### src/rtl/core/ihp_ram.sv
module ihp_ram #(
   parameter int WIDTH = 8,
   parameter int DEPTH = 256
) (
   input  logic                     clock,
   input  logic                     wr_en,
   input  logic [$clog2(DEPTH)-1:0] wr_addr,
   input  logic [WIDTH-1:0]         wr_data,
   input  logic [$clog2(DEPTH)-1:0] rd_addr,
   output logic [WIDTH-1:0]         rd_data
);

   logic [WIDTH-1:0] mem_ff [DEPTH];
   logic [WIDTH-1:0] rd_data_ff;

   always_ff @(posedge clock) begin
      if (wr_en) begin
         mem_ff[wr_addr] <= wr_data;
      end
      rd_data_ff <= mem_ff[rd_addr];
   end

   assign rd_data = rd_data_ff;

endmodule

### config.mk
export PLATFORM = sky130hd
export DESIGN_NAME = ihp_ram
export DESIGN_NICKNAME = d
export VERILOG_FILES = /design/src/rtl/core/ihp_ram.sv
export SDC_FILE = /design/constraint.sdc
export NUM_CORES = 2
export LEC_CHECK = 0
export BUFFER_PORTS_ARGS = -buffer_cell sky130_fd_sc_hd__clkbuf_2
export CAP_MARGIN = 20
export CORE_AREA = 5 5 637 324
export CTS_BUF_LIST = sky130_fd_sc_hd__clkbuf_8
export DETAILED_ROUTE_END_ITERATION = 12
export DIE_AREA = 0 0 642 329
export GPL_ROUTABILITY_DRIVEN = 0
export PLACE_DENSITY_LB_ADDON = 0.12
export SLEW_MARGIN = 20
export SYNTH_ARGS = -nofsm -noshare
export SYNTH_HDL_FRONTEND = slang
export SYNTH_SLANG_ARGS = --single-unit
### constraint.sdc
create_clock -name clock -period 2.6 [get_ports clock]
set_clock_uncertainty 0.15 [all_clocks]
set_input_delay 0.52 -clock clock [delete_from_list [all_inputs] [get_ports clock]]
set_output_delay 0.52 -clock clock [all_outputs]
set_load 0.02 [all_outputs]
==> out/qor.txt <==
switching pwr: 15,200 uW
Post-Synthesis Cells: 3,733
HPWL after DPL: 157,000 um
IO Port Bufs: 33
post-synth design cell area: 79,600 um^2
CP Cell Sequence: buf_8 > buf_12 > buf_12 > buf_4 > mux4_2 > a22o_1 > a221oi_2 > buf_4 > o32ai_1 > nor3_4 > nor4_2
area post-placement: 89,100 um^2
Die W: 642 um
syn nets: 3,759
initial antenna violation count: 20
post-route cell area: 94,600 um^2
Hold Path Class: in2reg
Num CTS Buffers: 299
Post-synth EDFFs: 2,048
Max Buffers Root-to-Sink: 4
buffers plus inverters on the worst setup path: 5
initial DRC count: 5,371
critical-path maximum fanout: 19
final WL: 235,000 um
Setup Buffers After CTS: 0
DRC errors left: 0
first-pass GRT wire length: 330,000 um
Pint: 49,900 uW
Pwr Total: 65,100 uW
register area share after synthesis: 0.775
setup TNS: 0 ns
Sw Ratio: 0.234
placed cells: 6,997
Clock Latency Late Sink: 0.94 ns
Ports: 34
final hold vios: 0
Worst path slowest cell: mux4_2
max incr delay on CP: 0.52 ns
Setup CP Type: in2reg
Area growth, synth to finish: 18.9%
Antenna Nets Post-Route: 0
Layout fillers: 16,915
LEAKAGE: 0.0310 uW
final worst-path cycle share: 0.988
register share of total power: 0.562
final slew viol count: 0
total global routing overflow: 0
WP data required: 3.22 ns
Synth Register Bits: 2,056
num rows: 117
share of layout cells above drive strength 1: 0.348
run status: finished, final reports clean
Worst Tran Pin Value: 0.705 ns
startpoint types: input pin
synth unique cells: 55
Non-Filler Instances: 7,528
Max Cap Viol: 0
first drt pass iteration count: 5
Nets: 4,655
chip height: 329 um
Max IR drop VDD: 0.430 mV
largest net degree at the start of global routing: 90
top cell family by delay on the critical path: buffers and inverters
Vias/cell: 5.62
RSZ-0062 raised after global routing: yes
core region area: 201,000 um^2
crit path DAT: 3.19 ns
Synth Area per Inst: 21.3 um^2
number of global-route vias before repair: 41,683
Fmax achieved: 389 MHz
pwr dens: 689 nW/um^2
CTS H-Tree Depth: 5
minimum clock period: 2.57 ns
DR vias: 42,322
most frequent cells in the layout: edfxtp_1, buf_4, mux4_2, clkbuf_8, nor2_1
CTS tree: yes
Initial Util: 0.396
Ys Warns: 0
CP Capture Type: register
CTS clk-pin slew, worst paths: 0.06 ns
Synth async-reset ratio: 0
clock power share: 0.372
most common flop cell mapped by yosys: edfxtp_1
final setup violating endpoints: 0
clk root buf: clkbuf_8
combinational power share: 0.066
Rel. slew slack: 0.530
drt wl/cell: 31.2 um
Sink Count: 2,056
Total GRT Usage: 0.220
full die area: 211,000 um^2
commonest non-fill, non-tap cell in the layout: edfxtp_1
[worst min-delay path, stage by stage]
cell and delay, ns:
clkbuf_2 0.14, nand3_1 0.10, buf_4 0.24, nor2_1 0.12
[cell families (layout without fill, tap and decap cells)]
logic type	after synthesis	in the layout	synth area share
other	0	6	0
buffers and inverters	235	1347	0.0183
AOI/OAI and AO/OA	385	385	0.0342
DFF	2056	2056	0.775
and+or+nand+nor	466	466	0.0263
muxes	591	591	0.146
[cell type report]
cell class,instances,area [um^2],share of cell area
sequential,2056,61700,0.652
multi-input combinational,1442,16700,0.176
timing repair buffer,828,7550,0.0798
clock buffer,310,4270,0.0451
tap,2677,3350,0.0354
clock inverter,207,1030,0.0109
antenna,6,15.0,0.000159
inverter,2,7.51,0.0000794
[flip-flops by register name (all words and copies together), names as in the netlist]
register and cells:
mem_ff 2048, rd_data 8
[stage by stage]
stage	hold slack [ns]	util	setup slack (ns)
after floorplan	0.469	-	0.00190
after global placement	0.687	0.443	-1.94
after detailed placement	0.689	0.443	-1.14
after CTS	0.113	0.470	0.00151
after global routing	0.204	0.470	-0.00812
final	0.236	0.470	0.0305
[synth_stat cells (10+ instances only)]
master    count  area (um^2)
a221oi_1     13          114
buf_8        13          195
clkbuf_1    111          417
mux4_2      454        10200
mux2i_1     134         1340
nor4_1       24          150
nor3_1       22          110
a211oi_1     16          120
buf_6        21          236
o221ai_1     46          403
buf_4        27          203
nand4_1      10         62.6
o21ai_0      10         50.1
nand3_1      34          170
edfxtp_1   2048        61500
buf_1        22         82.6
a21oi_1      96          480
nor2_1      282         1060
o22ai_1      28          175
nor2b_1      31          194
buf_2        31          155
o211ai_1     10         75.1
a22oi_1     133          998
nand2_1      33          124
[worst paths after layout]
kind / to / from / slack, ns / cells after the start
hold reg to reg: rd_data[6]$_DFF_P_ / mem_ff[32][6]$_DFFE_PP_ / 0.99 / 6
hold / removal: mem_ff[190][6]$_DFFE_PP_ / wr_addr[4] / 0.24 / 4
setup / recovery: rd_data[5]$_DFF_P_ / rd_addr[0] / 0.03 / 11
setup reg to reg: rd_data[1]$_DFF_P_ / mem_ff[71][1]$_DFFE_PP_ / 0.03 / 6
[power groups by stage]
stage	registers, uW	logic, uW	clock network, uW
final	36600	4300	24200
after floorplan	37300	1780	0
after detailed placement	37300	4250	0
after global routing	36500	4510	26400
after global placement	37300	4220	0
after CTS	36600	4280	24800
[metal layers]
| metal | vias up | GRT usage | routed length, um |
|---|---|---|---|
| li1 | 17507 | - | - |
| met1 | 22577 | 0.368 | 116000 |
| met2 | 1962 | 0.280 | 91100 |
| met3 | 270 | 0.0656 | 24300 |
| met4 | 6 | 0.0389 | 3460 |
| met5 | - | 0 | 37 |
[repair_timing]
| action | 4_1_cts | 5_1_grt |
|---|---|---|
| hold buffers | 8 | 0 |
| setup endpoints to repair | 6 | 7 |
| gates resized for setup | 11 | 10 |
| endpoints found under the hold margin | 452 | 0 |
| pin swaps | 2 | 1 |
No activity file was read; power rests on OpenSTA's default activity.
