File: src/rtl/core/ihp_pkg.sv
package ihp_pkg;

   localparam int REQ_W = 24;
   localparam int RSP_W = 248;

   localparam logic [1:0] IP_NONE = 2'd0;
   localparam logic [1:0] IP_V4   = 2'd1;
   localparam logic [1:0] IP_V6   = 2'd2;

   localparam logic [1:0] PC_OTHER = 2'd0;
   localparam logic [1:0] PC_TCP   = 2'd1;
   localparam logic [1:0] PC_UDP   = 2'd2;
   localparam logic [1:0] PC_ICMP  = 2'd3;

   localparam logic [7:0] NH_HOPOPT  = 8'd0;
   localparam logic [7:0] NH_ICMP    = 8'd1;
   localparam logic [7:0] NH_TCP     = 8'd6;
   localparam logic [7:0] NH_UDP     = 8'd17;
   localparam logic [7:0] NH_ROUTING = 8'd43;
   localparam logic [7:0] NH_FRAG    = 8'd44;
   localparam logic [7:0] NH_ICMP6   = 8'd58;
   localparam logic [7:0] NH_NONE    = 8'd59;
   localparam logic [7:0] NH_DSTOPT  = 8'd60;

   localparam logic [3:0] VER_4 = 4'd4;
   localparam logic [3:0] VER_6 = 4'd6;

   // result record; first member is the top bit, so ip_class lands lowest
   typedef struct packed {
      logic [17:0] frag_info;
      logic [31:0] payload_info;
      logic [15:0] icmp_type_code;
      logic [63:0] tcp_seq_ack;
      logic [7:0]  tcp_flag_bits;
      logic [15:0] dest_port;
      logic [15:0] source_port;
      logic [7:0]  hop_ttl;
      logic [31:0] dest_ip;
      logic [31:0] source_ip;
      logic [1:0]  proto_class;
      logic [1:0]  ip_class;
   } rec_type;

   typedef struct packed {
      logic valid;
      logic bank;
   } rel_type;

   typedef enum logic [4:0] {
      ST_IDLE,
      ST_VER,
      ST_V4_FRAG,
      ST_V4_TTL,
      ST_V4_PROTO,
      ST_V4_SRC,
      ST_V4_DST,
      ST_V6_HDR,
      ST_V6_SRC,
      ST_V6_DST,
      ST_WALK,
      ST_EXT,
      ST_FRAG,
      ST_TRANS,
      ST_TCP,
      ST_UDP,
      ST_ICMP,
      ST_EMIT
   } bstate_type;

endpackage

File: src/rtl/core/ihp_front.sv
module ihp_front #(
   parameter int LEN_BITS = 16
) (
   input  logic                    clock,
   input  logic                    reset,
   input  logic                    req_tvalid,
   output logic                    req_tready,
   input  logic [ihp_pkg::REQ_W-1:0] req_tdata,
   input  logic                    req_tlast,
   input  ihp_pkg::rel_type        rel,
   output logic                    wr_en,
   output logic [LEN_BITS:0]       wr_addr,
   output logic [7:0]              wr_data,
   output logic                    q_push,
   output logic [2*LEN_BITS:0]     q_data
);
   import ihp_pkg::*;

   logic [LEN_BITS-1:0] idx_ff, idx_in;
   logic                bank_ff, bank_in;
   logic [1:0]          busy_ff, busy_in;
   logic                acc;

   assign req_tready = !busy_ff[bank_ff];
   assign acc        = req_tvalid && req_tready;

   always_comb begin
      idx_in  = idx_ff;
      bank_in = bank_ff;
      busy_in = busy_ff;
      if (rel.valid) begin
         busy_in[rel.bank] = 1'b0;
      end
      if (acc) begin
         if (req_tlast) begin
            // hand the bank to the back end and switch
            idx_in           = '0;
            bank_in          = !bank_ff;
            busy_in[bank_ff] = 1'b1;
         end else if (idx_ff != '1) begin
            idx_in = idx_ff + 1'b1;
         end
      end
   end

   always_ff @(posedge clock) begin
      if (reset) begin
         idx_ff  <= '0;
         bank_ff <= 1'b0;
         busy_ff <= 2'b00;
      end else begin
         idx_ff  <= idx_in;
         bank_ff <= bank_in;
         busy_ff <= busy_in;
      end
   end

   assign wr_en   = acc;
   assign wr_addr = {bank_ff, idx_ff};
   assign wr_data = req_tdata[7:0];
   assign q_push  = acc && req_tlast;
   // bank, length, last written position
   assign q_data  = {bank_ff, req_tdata[8 +: LEN_BITS], idx_ff};

endmodule

File: config.mk
export PLATFORM = sky130hd
export DESIGN_NAME = ihp_front
export DESIGN_NICKNAME = d
export VERILOG_FILES = /design/src/rtl/core/ihp_pkg.sv /design/src/rtl/core/ihp_front.sv
export SDC_FILE = /design/constraint.sdc
export NUM_CORES = 1
export LEC_CHECK = 0
export ABC_CLOCK_PERIOD_IN_PS = 1600
export BUFFER_PORTS_ARGS = -buffer_cell sky130_fd_sc_hd__buf_2
export CAP_MARGIN = 20
export CORE_UTILIZATION = 38
export CTS_CLUSTER_SIZE = 14
export DETAILED_ROUTE_END_ITERATION = 10
export PLACE_DENSITY = 0.73
export SYNTH_ARGS = -nofsm -noshare
export SYNTH_HDL_FRONTEND = slang
export SYNTH_SLANG_ARGS = --single-unit
export TNS_END_PERCENT = 100
File: constraint.sdc
create_clock -name clock -period 1.6 [get_ports clock]
set_clock_uncertainty 0.05 [all_clocks]
set_input_delay 0.48 -clock clock [delete_from_list [all_inputs] [get_ports clock]]
set_output_delay 0.48 -clock clock [all_outputs]
set_load 0.01 [all_outputs]
==> qor.csv, run 1 <==
metric,value,unit
largest net degree at the start of global routing,20,
Worst setup SP type,flip-flop,
first-pass GRT wire length,4840,um
port bufs,42,
Initial Utilization,40.2,%
filler cell count,308,
failing checks,setup timing,
P_leak,0.827,nW
Mapped Nets,200,
slew margin rel.,70.7,%
vias per cell,5.18,
Pint,0.685,mW
RSZ-0062 raised after global routing,true,
ANT cells,0,
CP max stage cell,dfxtp_4,
# IOs,91,
Worst Hold Endpoint,busy_ff[1],
fin util,53.9,%
Final Hold Fails,0,
final layout net count,238,
Worst-path clk slew,0.11,ns
Die Y,61.9,um
post-DR wirelength/cell,13.8,um
share of layout cells above drive strength 1,64.1,%
critical path required time,1.07,ns
Comb pwr share,22.2,%
hold_sp,rel[0],
Worst Hold Path Cells,4,
Fin Setup TNS,-1.62,ns
all-layer global routing usage,17.2,%
final setup margin,-0.284,ns
Async SR Flop Fraction,0,%
Hold Buf Count CTS,0,
Sw Ratio,27.8,%
"Top cell by count, worst path",buf_6,
vias in the first global route,1048,
syn avg cell area,8.06,um^2
crit share post-route,118,%
Cell Count Post-Placement,243,
Crit. Startpoint,bank_ff,
first-pass detailed-route iteration total,5,
CP Class,flip-flop to output pin,
vias after detailed routing,1306,
WP data arrival,1.35,ns
worst flop-to-flop path startpoint,bank_ff,
#FFs+latches synth,19,
Post-synth EDFFs,0,
clock sink count,19,
H-Tree Depth,1,
1st-iter DRT viols,117,
fmax,531,MHz
status,"complete, but fails checks",
# setup viols final,15,
R2R depth,7,
root buffer selected by CTS,clkbuf_4,
Clock Power Share,26.3,%
"non-filler cells, final",252,
CP Capture Type,output pin,
Detail Placement HPWL,2350,um
max-slew violations,0,
initial antenna violation count,0,
P per Cell Area,519,mW/mm^2
HP Class,primary input to flip-flop,
Worst-Skew Late Latency,0.30,ns
Post-Syn Instances,169,
Inserted Clock Buffers,3,
# rows,21,
crit path max fanout,2,
Tmin final,1.88,ns
sequential share of power,51.5,%
die width,61.9,um
Slew @ Worst Pin,0.439,ns
Area Growth Syn to Fin,34.1,%
Post-Syn Area,0.00136,mm^2
Peak VDD IR,0.000393,V
Clock Tree Buf Depth,2,
area of the die,0.00383,mm^2
Net Sw Power,0.264,mW
"reg-to-reg slack, setup",-0.19,ns
GRT Residual Overflow,0,
R2R Path End,idx_ff[10],
"Seq/Total Area, Yosys",27.9,%
Routed Antenna Nets,0,
CP Cell Sequence,"mux2i_4, buf_6, and3_4, buf_6",
DRC,0,
Yosys cell types,43,
CP max stage delay,0.38,ns
MaxCap Viol Count,0,
Synth Flop Type,dfxtp_1,
core region area,0.00339,mm^2
"Cell Area, Placed",0.00158,mm^2
CTS tree,yes,
total number of yosys warnings,0,
design area,0.00183,mm^2
global placer's final weighted congestion,0.829,
"wirelength, routed",3470,um
[synth_stat cells, types with 2 or more instances]
cell	n	area share, %
o21ai_2	2	1.3
nor3_1	4	1.5
o21ai_0	5	1.8
nand3_1	8	2.9
a311oi_1	3	1.9
o31ai_1	2	1.1
dfxtp_1	19	28
a21o_1	3	1.7
nor2_1	18	5.0
nand2_1	5	1.4
a21oi_1	16	5.9
inv_1	2	0.55
a41oi_1	3	1.9
a31oi_1	3	1.4
nand3b_1	2	1.1
clkbuf_1	4	1.1
and4_1	2	1.3
and3_1	2	0.92
buf_4	42	23
[power groups by stage]
stage	Clock (mW)	Sequential [mW]	Combinational, mW
floorplan	0	0.503	0.154
global placement	0	0.498	0.154
detailed placement	0	0.498	0.155
CTS	0.262	0.487	0.179
global route	0.281	0.490	0.225
finish	0.250	0.488	0.210
[kinds of logic (layout without fill, tap and decap cells)]
| logic type | after synthesis | after routing | synth area share [%] |
|---|---|---|---|
| AND/OR/NAND/NOR | 53 | 53 | 22.0 |
| adder cells (fa/ha/maj) | 1 | 1 | 0.919 |
| AO/OA/AOI/OAI | 42 | 42 | 20.5 |
| buffers and inverters | 51 | 88 | 26.3 |
| flip-flops | 19 | 19 | 27.9 |
| multiplexers | 2 | 2 | 1.75 |
| XOR/XNOR | 1 | 1 | 0.643 |
[critical path: cells and delay by family (launching register included)]
kind / cells / cell delay (ns)
buffers and inverters: 2 / 0.23
and+or+nand+nor: 1 / 0.18
DFF: 1 / 0.38
muxes: 1 / 0.27
[metrics by stage]
stage | hold slack, ns | setup slack, ns | power, mW
after detailed placement | 0.464 | -0.138 | 0.654
after global placement | 0.459 | -0.0366 | 0.652
after floorplan | 0.435 | -0.0456 | 0.657
final | 0.449 | -0.284 | 0.948
after global routing | 0.474 | -0.346 | 0.996
after CTS | 0.445 | -0.288 | 0.928
[cell type report]
class	instances	area [um^2]	share of cell area (%)
sequential	19	399	21.9
tap	46	57.6	3.15
multi-input combinational	99	767	42.0
timing repair buffer	82	568	31.1
clock buffer	4	26.3	1.44
inverter	2	7.51	0.411
[layout by cell type (no fill, tap or decap), drive strengths merged, types with 2 or more instances in the layout]
master,count
and2,2
and3,3
nor3,5
o21ai,8
nand4,2
nor4,2
nand3,8
a41oi,3
dfxtp,19
nand2,6
a311oi,3
o31ai,2
a21o,3
inv,2
buf,82
a31oi,3
nor2,18
a21oi,16
clkbuf,4
nand3b,2
and4,2
mux2i,2
[layer usage]
metal	wire length [um]	vias to the layer above	global-route usage (%)
met5	0	-	0
met4	11	0	5.71
met3	280	4	4.97
met2	1770	60	26.9
met1	1410	606	22.7
li1	-	636	-
[how the worst max path moves through the flow]
| stage | depth (start not counted) | end | slack [ns] |
|---|---|---|---|
| 5_1_grt | 4 | q_push | -0.35 |
| 3_5_place_dp | 5 | idx_ff[3] | -0.14 |
| 6_report | 4 | q_push | -0.28 |
| 4_1_cts | 4 | q_push | -0.29 |
| 2_1_floorplan | 5 | idx_ff[3] | -0.05 |
| 3_3_place_gp | 7 | idx_ff[2] | -0.04 |
[flip-flops by register name, indices dropped and copies added (netlist names)]
| signal | count |
|---|---|
| busy_ff | 2 |
| idx_ff | 16 |
| bank_ff | 1 |
[timing repair]
action	4_1_cts	5_1_grt
gates cloned	0	0
hold endpoints to repair	0	0
pin swaps	4	17
resized for setup	12	35
setup buffers	3	3
setup endpoints to repair	16	18
Power figures use the tool's default switching activity.
==> inputs of run 2 (changes only) <==
==> constraint.sdc (replaced) <==
create_clock -name clock -period 1.6 [get_ports clock]
set_clock_uncertainty 0.05 [all_clocks]
set_input_delay 0.48 -clock clock [delete_from_list [all_inputs] [get_ports clock]]
set_output_delay 0.48 -clock clock [all_outputs]
set_load 0.1 [all_outputs]
==> run 2 against run 1 <==
Effect of this change: the run still ends with setup timing left; highest routed layer unchanged; flip-flop and latch count unchanged; first-iteration DRC count decreased by 23%; worst setup slack lost 0.058 ns; sequential share of layout area fell by 4.4 points; wire length up 35%; clock power up 4%; maximum frequency is 3.0% lower; combinational power up 75%; via count is 12% higher.
==> qor.csv, run 2 (synthesis gave the netlist of run 1 again) <==
metric,value,unit,change
RSZ-0062 raised after global routing,true,,
Hold Buf Count CTS,0,,unchanged
CP max stage cell,dfxtp_4,,
GRT Residual Overflow,0,,unchanged
Clock Tree Buf Depth,2,,unchanged
Top Registers,"idx_ff (16), busy_ff (2), bank_ff (1)",,
first-pass detailed-route iteration total,4,,-1
critical path required time,1.07,ns,about the same
max FFs per register,16,,unchanged
first-pass GRT wire length,6160,um,+27%
CP max stage delay,0.39,ns,about the same
WP data arrival,1.41,ns,+0.06 ns
share of layout cells above drive strength 1,67.6,%,+3.5 points
worst flop-to-flop path startpoint,bank_ff,,
CP top delay family,flip-flops,,
MaxCap Viol Count,0,,unchanged
area of the die,0.00383,mm^2,unchanged
# IOs,91,,unchanged
final layout net count,242,,+1.7%
design area,0.00249,mm^2,+36%
1st-iter DRT viols,90,,-23%
root buffer selected by CTS,clkbuf_4,,
CP Class,flip-flop to output pin,,
vias after detailed routing,1464,,+12%
Tmin final,1.94,ns,+0.0576 ns
final setup margin,-0.341,ns,-0.0576 ns
"most common cell after layout, fill and taps aside",buf_12,,
global placer's final weighted congestion,0.895,,+8.0%
CP Cell Sequence,"mux2i_4, nand2_4, clkinvlp_4, buf_12",,
most frequent cells in the layout,"buf_12, buf_4, nor2_1, buf_6",,
status,"complete, but fails checks",,
Final Hold Fails,0,,unchanged
P per Cell Area,442,mW/mm^2,-15%
all-layer global routing usage,21.9,%,+4.8 points
Peak VDD IR,0.000296,V,-25%
fmax,515,MHz,-3.0%
Area Growth Syn to Fin,82.7,%,
largest net degree at the start of global routing,20,,unchanged
R2R depth,6,,-1
Worst Hold Endpoint,busy_ff[0],,
filler cell count,207,,-33%
Routed Antenna Nets,0,,unchanged
Detail Placement HPWL,2580,um,+10%
R2R Path End,idx_ff[3],,
# rows,21,,unchanged
failing checks,setup timing,,
vias per cell,5.72,,+10%
slew margin rel.,72.7,%,+2.0 points
die width,61.9,um,unchanged
crit share post-route,121,%,+3.6 points
port bufs,42,,unchanged
cell depth of the worst setup path,4,,unchanged
WP buf/inv,2,,unchanged
Worst Hold Path Cells,3,,-1
Inserted Clock Buffers,3,,unchanged
H-Tree Depth,1,,unchanged
Die Y,61.9,um,unchanged
Worst setup SP type,flip-flop,,
initial antenna violation count,0,,unchanged
Slew @ Worst Pin,0.410,ns,-0.0293 ns
Initial Utilization,40.2,%,unchanged
fin util,73.4,%,+20 points
"Cell Area, Placed",0.00214,mm^2,+36%
"Most flops, register",idx_ff,,
hold_sp,rel[0],,
HP Class,primary input to flip-flop,,
core region area,0.00339,mm^2,unchanged
clock sink count,19,,unchanged
crit path max fanout,5,,+3
"reg-to-reg slack, setup",-0.22,ns,-0.03 ns
DRC,0,,unchanged
CP Capture Type,output pin,,
ANT cells,0,,unchanged
post-DR wirelength/cell,18.3,um,+33%
P_leak,0.975,nW,+18%
Worst-Skew Late Latency,0.31,ns,about the same
max-slew violations,0,,unchanged
Worst-path clk slew,0.12,ns,about the same
# setup viols final,17,,+2
"wirelength, routed",4680,um,+35%
vias in the first global route,1341,,+28%
CTS tree,yes,,
[run 2: cell types whose count changed in the layout (fill, tap and decap cells not counted), moves of 4 or more]
cell | previous run | this run
buf_2 | 40 | 5
dfxtp_4 | 1 | 13
dfxtp_2 | 12 | 4
dfxtp_1 | 6 | 2
buf_12 | 0 | 37
[run 2: what timing repair did]
| action | 4_1_cts | 5_1_grt |
|---|---|---|
| buffers inserted | 5 | 7 |
| resized for setup | 14 | 36 |
| pin swaps | 4 | 17 |
| endpoints found under the setup margin | 18 | 29 |
[run 2: worst reg2reg max path, cell delays in order (launching register included)]
cell      delay [ns]
dfxtp_4         0.39
mux2i_4         0.29
nand2_4         0.13
a211oi_4        0.26
buf_4           0.18
a41oi_1         0.12
a311oi_1        0.30
[run 2: through the flow]
step | cells | power (mW) | setup slack (ns) | hold slack, ns | setup TNS [ns]
global route | 256 | 1.13 | -0.383 | 0.480 | -2.68
CTS | 249 | 1.07 | -0.298 | 0.438 | -0.997
detailed placement | 240 | 0.803 | -0.143 | 0.437 | -0.365
finish | 256 | 1.10 | -0.341 | 0.471 | -1.79
global placement | 240 | 0.796 | -0.0468 | 0.427 | -0.0499
floorplan | 169 | 0.976 | -0.625 | 0.435 | -8.76
[run 2: how the worst max path moves through the flow]
| stage | endpoint | from |
|---|---|---|
| floorplan | wr_en | bank_ff |
| global placement | idx_ff[10] | idx_ff[0] |
| detailed placement | idx_ff[10] | idx_ff[0] |
| CTS | q_push | bank_ff |
| global route | wr_en | bank_ff |
| finish | wr_en | bank_ff |
[run 2: routing by layer]
metal,wire [um],up-vias,GRT usage [%]
li1,-,645,-
met1,1780,706,26.8
met2,2400,95,38.2
met3,355,18,3.11
met4,131,0,9.84
met5,0,-,0
[run 2: cell type report]
class                   instances  area [um^2]  share of cell area (%)
clock buffers                   3         22.5                   0.905
clock inverters                 1         5.00                   0.201
inverters                       2         11.3                   0.453
multi-input cells              99          801                    32.2
flip-flops and latches         19          434                    17.5
well taps                      46         57.6                    2.31
repair buffers                 86         1160                    46.5
[run 2: report_power, final]
group | internal, mW | total, mW | switching, mW | leakage [nW]
clock | 0.0934 | 0.260 | 0.167 | 0.0177
combinational | 0.141 | 0.367 | 0.226 | 0.792
sequential | 0.462 | 0.472 | 0.0100 | 0.166
total | 0.696 | 1.10 | 0.402 | 0.975
