$ cat src/rtl/core/ihp_pkg.sv
package ihp_pkg;

   localparam int REQ_W = 24;
   localparam int RSP_W = 248;

   localparam logic [1:0] IP_NONE = 2'd0;
   localparam logic [1:0] IP_V4   = 2'd1;
   localparam logic [1:0] IP_V6   = 2'd2;

   localparam logic [1:0] PC_OTHER = 2'd0;
   localparam logic [1:0] PC_TCP   = 2'd1;
   localparam logic [1:0] PC_UDP   = 2'd2;
   localparam logic [1:0] PC_ICMP  = 2'd3;

   localparam logic [7:0] NH_HOPOPT  = 8'd0;
   localparam logic [7:0] NH_ICMP    = 8'd1;
   localparam logic [7:0] NH_TCP     = 8'd6;
   localparam logic [7:0] NH_UDP     = 8'd17;
   localparam logic [7:0] NH_ROUTING = 8'd43;
   localparam logic [7:0] NH_FRAG    = 8'd44;
   localparam logic [7:0] NH_ICMP6   = 8'd58;
   localparam logic [7:0] NH_NONE    = 8'd59;
   localparam logic [7:0] NH_DSTOPT  = 8'd60;

   localparam logic [3:0] VER_4 = 4'd4;
   localparam logic [3:0] VER_6 = 4'd6;

   // result record; first member is the top bit, so ip_class lands lowest
   typedef struct packed {
      logic [17:0] frag_info;
      logic [31:0] payload_info;
      logic [15:0] icmp_type_code;
      logic [63:0] tcp_seq_ack;
      logic [7:0]  tcp_flag_bits;
      logic [15:0] dest_port;
      logic [15:0] source_port;
      logic [7:0]  hop_ttl;
      logic [31:0] dest_ip;
      logic [31:0] source_ip;
      logic [1:0]  proto_class;
      logic [1:0]  ip_class;
   } rec_type;

   typedef struct packed {
      logic valid;
      logic bank;
   } rel_type;

   typedef enum logic [4:0] {
      ST_IDLE,
      ST_VER,
      ST_V4_FRAG,
      ST_V4_TTL,
      ST_V4_PROTO,
      ST_V4_SRC,
      ST_V4_DST,
      ST_V6_HDR,
      ST_V6_SRC,
      ST_V6_DST,
      ST_WALK,
      ST_EXT,
      ST_FRAG,
      ST_TRANS,
      ST_TCP,
      ST_UDP,
      ST_ICMP,
      ST_EMIT
   } bstate_type;

endpackage

$ cat src/rtl/core/ihp_back.sv
module ihp_back #(
   parameter int LEN_BITS = 16
) (
   input  logic                  clock,
   input  logic                  reset,
   input  logic                  q_valid,
   input  logic [2*LEN_BITS:0]   q_data,
   output logic                  q_pop,
   output logic [LEN_BITS:0]     rd_addr,
   input  logic [7:0]            rd_data,
   output ihp_pkg::rel_type      rel,
   output logic                  rsp_tvalid,
   input  logic                  rsp_tready,
   output ihp_pkg::rec_type      rsp_rec
);
   import ihp_pkg::*;

   localparam int CW = (LEN_BITS > 12) ? LEN_BITS + 1 : 13;

   bstate_type          state_ff, state_in;
   logic                ph_ff, ph_in;
   logic [3:0]          k_ff, k_in;
   logic [LEN_BITS-1:0] pos_ff, pos_in;
   logic [2*LEN_BITS:0] desc_ff, desc_in;
   logic [LEN_BITS-1:0] cur_ff, cur_in;
   logic [LEN_BITS-1:0] rem_ff, rem_in;
   logic [7:0]          nh_ff, nh_in;
   logic [31:0]         acc_ff, acc_in;
   rec_type             rec_ff, rec_in;
   logic                ov_ff, ov_in;
   rec_type             orec_ff, orec_in;

   logic [LEN_BITS-1:0] d_cnt, d_len, q_len, base, fpos;
   logic                d_bank, is_fetch, last_k;
   logic [3:0]          nbytes;
   logic [7:0]          b;
   logic [5:0]          ihl, hl;
   logic [11:0]         el;
   logic [15:0]         w16, offb;

   assign d_cnt  = desc_ff[LEN_BITS-1:0];
   assign d_len  = desc_ff[2*LEN_BITS-1:LEN_BITS];
   assign d_bank = desc_ff[2*LEN_BITS];
   assign q_len  = q_data[2*LEN_BITS-1:LEN_BITS];

   always_comb begin
      is_fetch = 1'b1;
      base     = cur_ff;
      nbytes   = 4'd1;
      case (state_ff)
         ST_VER:      begin base = LEN_BITS'(0);  nbytes = 4'd1;  end
         ST_V4_FRAG:  begin base = LEN_BITS'(6);  nbytes = 4'd2;  end
         ST_V4_TTL:   begin base = LEN_BITS'(8);  nbytes = 4'd1;  end
         ST_V4_PROTO: begin base = LEN_BITS'(9);  nbytes = 4'd1;  end
         ST_V4_SRC:   begin base = LEN_BITS'(12); nbytes = 4'd4;  end
         ST_V4_DST:   begin base = LEN_BITS'(16); nbytes = 4'd4;  end
         ST_V6_HDR:   begin base = LEN_BITS'(6);  nbytes = 4'd2;  end
         ST_V6_SRC:   begin base = LEN_BITS'(20); nbytes = 4'd4;  end
         ST_V6_DST:   begin base = LEN_BITS'(36); nbytes = 4'd4;  end
         ST_EXT:      nbytes = 4'd2;
         ST_FRAG:     nbytes = 4'd4;
         ST_TCP:      nbytes = 4'd14;
         ST_UDP:      nbytes = 4'd4;
         ST_ICMP:     nbytes = 4'd2;
         default:     is_fetch = 1'b0;
      endcase
   end

   assign fpos    = base + LEN_BITS'(k_ff);
   assign rd_addr = {d_bank, fpos};
   assign last_k  = (k_ff == nbytes - 4'd1);
   // positions past the last byte written for this packet read zero
   assign b       = (pos_ff <= d_cnt) ? rd_data : 8'd0;
   assign ihl     = {b[3:0], 2'b00};
   assign hl      = {acc_ff[7:4], 2'b00};
   assign el      = {4'd0, b} + 12'd1 << 3;
   assign w16     = {acc_ff[7:0], b};
   assign offb    = {w16[12:0], 3'b000};

   always_comb begin
      state_in = state_ff;
      ph_in    = ph_ff;
      k_in     = k_ff;
      pos_in   = pos_ff;
      desc_in  = desc_ff;
      cur_in   = cur_ff;
      rem_in   = rem_ff;
      nh_in    = nh_ff;
      acc_in   = acc_ff;
      rec_in   = rec_ff;
      ov_in    = ov_ff;
      orec_in  = orec_ff;
      q_pop    = 1'b0;
      rel      = '0;

      if (ov_ff && rsp_tready) begin
         ov_in = 1'b0;
      end

      if (is_fetch) begin
         if (!ph_ff) begin
            ph_in  = 1'b1;
            pos_in = fpos;
         end else begin
            ph_in  = 1'b0;
            acc_in = {acc_ff[23:0], b};
            k_in   = last_k ? 4'd0 : k_ff + 4'd1;
         end
      end

      case (state_ff)
         ST_IDLE: begin
            if (q_valid) begin
               q_pop    = 1'b1;
               desc_in  = q_data;
               rec_in   = '0;
               k_in     = 4'd0;
               ph_in    = 1'b0;
               state_in = (q_len == '0) ? ST_EMIT : ST_VER;
            end
         end
         ST_VER: begin
            if (ph_ff) begin
               state_in = ST_EMIT;
               if (b[7:4] == VER_4) begin
                  if (d_len >= LEN_BITS'(20) && ihl >= 6'd20 &&
                      LEN_BITS'(ihl) <= d_len) begin
                     rec_in.ip_class = IP_V4;
                     cur_in          = LEN_BITS'(ihl);
                     rem_in          = d_len - LEN_BITS'(ihl);
                     state_in        = ST_V4_FRAG;
                  end
               end else if (b[7:4] == VER_6) begin
                  if (d_len >= LEN_BITS'(40)) begin
                     rec_in.ip_class = IP_V6;
                     cur_in          = LEN_BITS'(40);
                     rem_in          = d_len - LEN_BITS'(40);
                     state_in        = ST_V6_HDR;
                  end
               end
            end
         end
         ST_V4_FRAG: begin
            if (ph_ff && last_k) begin
               rec_in.frag_info = {offb, offb != 16'd0, w16[13]};
               state_in         = ST_V4_TTL;
            end
         end
         ST_V4_TTL: begin
            if (ph_ff) begin
               rec_in.hop_ttl = b;
               state_in       = ST_V4_PROTO;
            end
         end
         ST_V4_PROTO: begin
            if (ph_ff) begin
               nh_in    = b;
               state_in = ST_V4_SRC;
            end
         end
         ST_V4_SRC: begin
            if (ph_ff && last_k) begin
               rec_in.source_ip = {acc_ff[23:0], b};
               state_in         = ST_V4_DST;
            end
         end
         ST_V4_DST: begin
            if (ph_ff && last_k) begin
               rec_in.dest_ip = {acc_ff[23:0], b};
               state_in       = ST_TRANS;
            end
         end
         ST_V6_HDR: begin
            if (ph_ff) begin
               if (last_k) begin
                  rec_in.hop_ttl = b;
                  state_in       = ST_V6_SRC;
               end else begin
                  nh_in = b;
               end
            end
         end
         ST_V6_SRC: begin
            if (ph_ff && last_k) begin
               rec_in.source_ip = {acc_ff[23:0], b};
               state_in         = ST_V6_DST;
            end
         end
         ST_V6_DST: begin
            if (ph_ff && last_k) begin
               rec_in.dest_ip = {acc_ff[23:0], b};
               state_in       = ST_WALK;
            end
         end
         ST_WALK: begin
            state_in = ST_TRANS;
            if (rem_ff != '0) begin
               case (nh_ff) inside
                  NH_HOPOPT, NH_ROUTING, NH_DSTOPT: begin
                     if (rem_ff >= LEN_BITS'(2)) state_in = ST_EXT;
                  end
                  NH_FRAG: begin
                     if (rem_ff >= LEN_BITS'(8)) state_in = ST_FRAG;
                  end
                  default: state_in = ST_TRANS;
               endcase
            end
         end
         ST_EXT: begin
            if (ph_ff && last_k) begin
               // next header is taken before the length check
               nh_in = acc_ff[7:0];
               if (CW'(el) > CW'(rem_ff)) begin
                  state_in = ST_TRANS;
               end else begin
                  cur_in   = cur_ff + LEN_BITS'(el);
                  rem_in   = rem_ff - LEN_BITS'(el);
                  state_in = ST_WALK;
               end
            end
         end
         ST_FRAG: begin
            if (ph_ff && last_k) begin
               nh_in            = acc_ff[23:16];
               rec_in.frag_info = {16'd0, w16[15:3] != 13'd0, b[0]};
               cur_in           = cur_ff + LEN_BITS'(8);
               rem_in           = rem_ff - LEN_BITS'(8);
               state_in         = ST_WALK;
            end
         end
         ST_TRANS: begin
            state_in = ST_EMIT;
            case (nh_ff) inside
               NH_TCP: begin
                  rec_in.proto_class = PC_TCP;
                  if (rem_ff >= LEN_BITS'(20)) state_in = ST_TCP;
               end
               NH_UDP: begin
                  rec_in.proto_class = PC_UDP;
                  if (rem_ff >= LEN_BITS'(8)) state_in = ST_UDP;
               end
               NH_ICMP, NH_ICMP6: begin
                  rec_in.proto_class = PC_ICMP;
                  if (rem_ff >= LEN_BITS'(8)) state_in = ST_ICMP;
               end
               default: rec_in.proto_class = PC_OTHER;
            endcase
         end
         ST_TCP: begin
            if (ph_ff) begin
               case (k_ff) inside
                  [4'd0:4'd1]: rec_in.source_port = {rec_ff.source_port[7:0], b};
                  [4'd2:4'd3]: rec_in.dest_port = {rec_ff.dest_port[7:0], b};
                  [4'd4:4'd11]: rec_in.tcp_seq_ack = {rec_ff.tcp_seq_ack[55:0], b};
                  4'd13: begin
                     rec_in.tcp_flag_bits = b;
                     if (hl >= 6'd20 && LEN_BITS'(hl) <= rem_ff) begin
                        rec_in.payload_info = {16'(cur_ff + LEN_BITS'(hl)),
                                               16'(rem_ff - LEN_BITS'(hl))};
                     end
                     state_in = ST_EMIT;
                  end
                  default: ;
               endcase
            end
         end
         ST_UDP: begin
            if (ph_ff) begin
               if (k_ff < 4'd2) begin
                  rec_in.source_port = {rec_ff.source_port[7:0], b};
               end else begin
                  rec_in.dest_port = {rec_ff.dest_port[7:0], b};
               end
               if (last_k) begin
                  rec_in.payload_info = {16'(cur_ff + LEN_BITS'(8)),
                                         16'(rem_ff - LEN_BITS'(8))};
                  state_in = ST_EMIT;
               end
            end
         end
         ST_ICMP: begin
            if (ph_ff) begin
               rec_in.icmp_type_code = {rec_ff.icmp_type_code[7:0], b};
               if (last_k) state_in = ST_EMIT;
            end
         end
         ST_EMIT: begin
            if (!ov_ff || rsp_tready) begin
               ov_in    = 1'b1;
               orec_in  = rec_ff;
               rel.valid = 1'b1;
               rel.bank  = d_bank;
               state_in = ST_IDLE;
            end
         end
         default: state_in = ST_IDLE;
      endcase
   end

   always_ff @(posedge clock) begin
      if (reset) begin
         state_ff <= ST_IDLE;
         ph_ff    <= 1'b0;
         k_ff     <= 4'd0;
         ov_ff    <= 1'b0;
      end else begin
         state_ff <= state_in;
         ph_ff    <= ph_in;
         k_ff     <= k_in;
         ov_ff    <= ov_in;
      end
   end

   always_ff @(posedge clock) begin
      pos_ff  <= pos_in;
      desc_ff <= desc_in;
      cur_ff  <= cur_in;
      rem_ff  <= rem_in;
      nh_ff   <= nh_in;
      acc_ff  <= acc_in;
      rec_ff  <= rec_in;
      orec_ff <= orec_in;
   end

   assign rsp_tvalid = ov_ff;
   assign rsp_rec    = orec_ff;

   a_phase_in_fetch: assert property (@(posedge clock) disable iff (reset)
      ph_ff |-> is_fetch)
      else $error("read phase outside a fetch state");
   a_pop_when_idle: assert property (@(posedge clock) disable iff (reset)
      q_pop |-> (state_ff == ST_IDLE))
      else $error("descriptor taken while busy");
   a_emit_shows: assert property (@(posedge clock) disable iff (reset)
      rel.valid |=> rsp_tvalid)
      else $error("released bank without a result");

endmodule
$ cat config.mk
export PLATFORM = sky130hd
export DESIGN_NAME = ihp_back
export DESIGN_NICKNAME = d
export VERILOG_FILES = /design/src/rtl/core/ihp_pkg.sv /design/src/rtl/core/ihp_back.sv
export SDC_FILE = /design/constraint.sdc
export NUM_CORES = 1
export LEC_CHECK = 0
export ABC_AREA = 1
export BUFFER_PORTS_ARGS = -buffer_cell sky130_fd_sc_hd__buf_2
export CAP_MARGIN = 20
export CORE_AREA = 10 10 255 257
export DETAILED_ROUTE_END_ITERATION = 7
export DIE_AREA = 0 0 265 267
export PLACE_DENSITY = 0.58
export RECOVER_POWER = 25
export SYNTH_ARGS = -nofsm -noshare
export SYNTH_HDL_FRONTEND = slang
export SYNTH_SLANG_ARGS = --single-unit
$ cat constraint.sdc
create_clock -name clock -period 23.4 [get_ports clock]
set_input_delay 4.68 -clock clock [delete_from_list [all_inputs] [get_ports clock]]
set_output_delay 4.68 -clock clock [all_outputs]
set_load 0.05 [all_outputs]
==> Implementation_results.wiki <==
{| class="wikitable"
! Metric !! Value
|-
| Outcome || finished, violations left
|-
| Violations in the final reports || max-capacitance violations, max-slew violations
|-
| Sequential cell area in the final layout || 18,000 um2
|-
| Number of hold-slack violations in the final timing report || 0
|-
| Post-CTS Setup Bufs || 0
|-
| Worst r2r path cells || 15
|-
| Synthesized netlist cell count || 2,061
|-
| Via count of the routed design || approximately 16,000
|-
| Commonest non-fill, non-tap cell in the layout || sky130_fd_sc_hd__edfxtp_1
|-
| Peak supply drop || 0.0000898 V
|-
| Required time of the worst setup path || 18,720 ps
|-
| Count of endpoints failing setup in the final report || 0
|-
| Aggregate routed wire length || 67.5 mm
|-
| Final HPWL DP || 48.1 mm
|-
| Die Y || 267 um
|-
| Total power || 3620 uW
|-
| Die width || around 270 um
|-
| Pins Over Slew Limit || 146
|-
| Clock Root Buffer || sky130_fd_sc_hd__clkbuf_16
|-
| Biggest fanout along the worst timing path || 4
|-
| Routed wire per std cell || between 20 and 25 um
|-
| Number of enable-type register cells in the synthesized netlist || 593
|-
| Cell Rows || 90
|-
| Count of input and output buffers || 306
|-
| Unrepaired setup endpoints after global routing || false
|-
| Count of hold buffers inserted by post-cts repair || 0
|-
| First-pass GRT wire length || 102 mm
|-
| Final period utilization || 0.439
|-
| Hold Crit Class || flip-flop to flip-flop
|-
| Area growth from synthesis to layout || 18.0%
|-
| Floorplan die area || around 70,000 um2
|-
| Transition time at the pin with the least slew margin || approximately 4200 ps
|-
| Final worst path period need || 10,260 ps
|-
| Detailed router's first-iteration violation count || 1,395
|-
| Resize count post-CTS || 0
|-
| Total leakage power || between 0.01 and 0.015 uW
|-
| Post-placement worst setup slack || 13,110 ps
|-
| Total negative setup slack || 0 ps
|-
| Worst hold path endpoint || rsp_rec[26]
|-
| Setup slack, reg-to-reg || ~16,000 ps
|-
| Total area of multi-input combinational cells || 6110 um2
|-
| Int Pwr || 2360 uW
|-
| DRC errors left || 0
|-
| Switching power as a share of total power || 0.348
|-
| Fraction of registers with async set or reset after synthesis || 0
|-
| Capturing point of the worst reg2reg path || rem_ff[10]
|-
| Nets || 2,521
|-
| Clock latency reported for the late side of the worst-skew pair || 640 ps
|-
| PwrDens || 121 nW/um2
|-
| Worst Hold Launch || rec_ff[26]
|-
| Initial antenna violation count || 3
|-
| Clock transition at the registers of the reported paths || 60 ps
|-
| FILL cells || 5,351
|-
| Maximum number of pins on one net before global-route repair || 85
|-
| Post-synthesis area per instance || 12.3 um2
|-
| Per-cell via count in the routed design || 5.08
|-
| Ports || 312
|-
| Total clock buffers created by CTS || 61
|-
| Combinational cell fraction of total power || 0.266
|-
| Relative slew margins || -1.81
|-
| Synthesized cell area || ~25,000 um2
|-
| Worst hold margin || 412 ps
|-
| Global route overflow || 0
|-
| Worst Hold Path Cells || 0
|-
| Total number of H-tree levels || 2
|-
| Flip-flop and latch count after synthesis || 604
|-
| Critical Path Start Type || input port
|-
| Pre-antenna DRT Iters || 5
|-
| Net Sw Power || about 1300 uW
|-
| Top flip-flop cell by instance count after synthesis || sky130_fd_sc_hd__edfxtp_1
|-
| Routed Antenna Nets || 0
|-
| Post-synthesis cell type count || 53
|-
| Startpoint of the worst register-to-register path || state_ff[0]
|-
| All-layer global routing usage || 0.188
|-
| Number of sinks driven by the clock tree || 604
|-
| Core area || roughly 60,000 um2
|-
| Number of warnings reported in the yosys synthesis log || 0
|-
| Share of layout cells above drive strength 1 || 0.190
|-
| Crit path DAT || 5580 ps
|-
| Number of global-route vias before repair || 16,500
|-
| Post-route core utilization || 0.500
|-
| Share of power burned in registers || 0.461
|-
| Clock group share of total power || 0.273
|-
| Type of the worst setup path || input port to output pin
|-
| Post-route worst setup slack || 13,140 ps
|-
| Crit. End Element || output pin
|-
| Maximum count of clock buffers along a single path || 3
|-
| Final worst clock skew || between 30 and 40 ps
|-
| Placer congestion estimate || 0.921
|-
| Number of maximum-capacitance constraint violations || 3
|-
| Effective utilization at floorplan || 0.424
|-
| Portion of the post-synthesis area used by sequential elements || 0.710
|-
| Clock tree from TritonCTS || yes
|-
| Top library cells by usage in the layout, fill and taps aside || sky130_fd_sc_hd__edfxtp_1, sky130_fd_sc_hd__nor2_1, sky130_fd_sc_hd__buf_2
|-
| Max Fclk || just under 100 MHz
|}
==> kinds of logic after synthesis <==
logic type | Yosys count | synth area share
flops | 604 | 0.710
simple gates | 750 | 0.124
buf+inv | 351 | 0.0535
xor+xnor | 68 | 0.0234
other cells | 1 | 0.000148
fa+ha+maj | 72 | 0.0372
compound gates | 215 | 0.0521
==> worst max-delay path, cell delays in order <==
cell                     delay (ps)
sky130_fd_sc_hd__buf_2           90
sky130_fd_sc_hd__or2_2          360
sky130_fd_sc_hd__inv_1          120
sky130_fd_sc_hd__nor2_4          70
sky130_fd_sc_hd__buf_2          250
==> final cells by class <==
class / count / share of cell area
clock inverters: 42 / 0.0159
repair buffers: 330 / 0.0567
diodes: 3 / 0.000250
multi-input cells: 1110 / 0.204
clock buffers: 71 / 0.0522
inverters: 297 / 0.0373
flip-flops and latches: 604 / 0.601
well taps: 782 / 0.0326
==> Yosys cell counts, types with 28 or more instances <==
cell / instances / area share
sky130_fd_sc_hd__xor2_1: 56 / 0.019
sky130_fd_sc_hd__inv_1: 292 / 0.043
sky130_fd_sc_hd__a21oi_1: 61 / 0.012
sky130_fd_sc_hd__o21ai_0: 54 / 0.011
sky130_fd_sc_hd__nor3_1: 34 / 0.0067
sky130_fd_sc_hd__edfxtp_1: 593 / 0.70
sky130_fd_sc_hd__o22ai_1: 28 / 0.0069
sky130_fd_sc_hd__ha_1: 66 / 0.033
sky130_fd_sc_hd__nor2_1: 318 / 0.047
sky130_fd_sc_hd__clkbuf_1: 30 / 0.0044
sky130_fd_sc_hd__nand2_1: 269 / 0.040
sky130_fd_sc_hd__nand3_1: 57 / 0.011
==> flip-flops by register name, summed over array words and instances (netlist names), 8 cells and up <==
name	count
rec_ff	241
rsp_rec	241
desc_ff	33
acc_ff	24
pos_ff	16
rem_ff	16
cur_ff	14
nh_ff	8
==> power groups by stage <==
stage | clock network [uW] | logic, uW | registers, uW
floorplan | 0 | 579 | 1770
global placement | 0 | 949 | 1680
detailed placement | 0 | 961 | 1690
CTS | 1010 | 967 | 1670
global route | 1050 | 1060 | 1690
finish | 986 | 961 | 1670
==> through the flow <==
stage	area (um2)	cells
2_1_floorplan	25400	2065
3_3_place_gp	27900	3122
3_5_place_dp	27900	3122
4_1_cts	30000	3235
5_1_grt	30000	3237
6_report	30000	3239
==> how the worst max path moves through the flow <==
| stage | from | end | slack [ps] | cells after the start |
|---|---|---|---|---|
| 2_1_floorplan | rsp_tready | rel[1] | 3380 | 3 |
| 3_3_place_gp | rsp_tready | rel[1] | 13110 | 5 |
| 5_1_grt | state_ff[0] | rd_addr[13] | 12940 | 20 |
| 3_5_place_dp | rsp_tready | rel[1] | 13110 | 5 |
| 4_1_cts | rsp_tready | rel[1] | 13110 | 5 |
| 6_report | rsp_tready | rel[1] | 13140 | 5 |
==> layer usage <==
| metal | GRT usage | share of wire | vias to the layer above |
|---|---|---|---|
| met5 | 0 | 0.00019 | - |
| met4 | 0.0621 | 0.031 | 2 |
| met3 | 0.0370 | 0.061 | 116 |
| met2 | 0.312 | 0.48 | 548 |
| met1 | 0.243 | 0.43 | 7996 |
| li1 | - | - | 7783 |
Power figures use the tool's default switching activity.
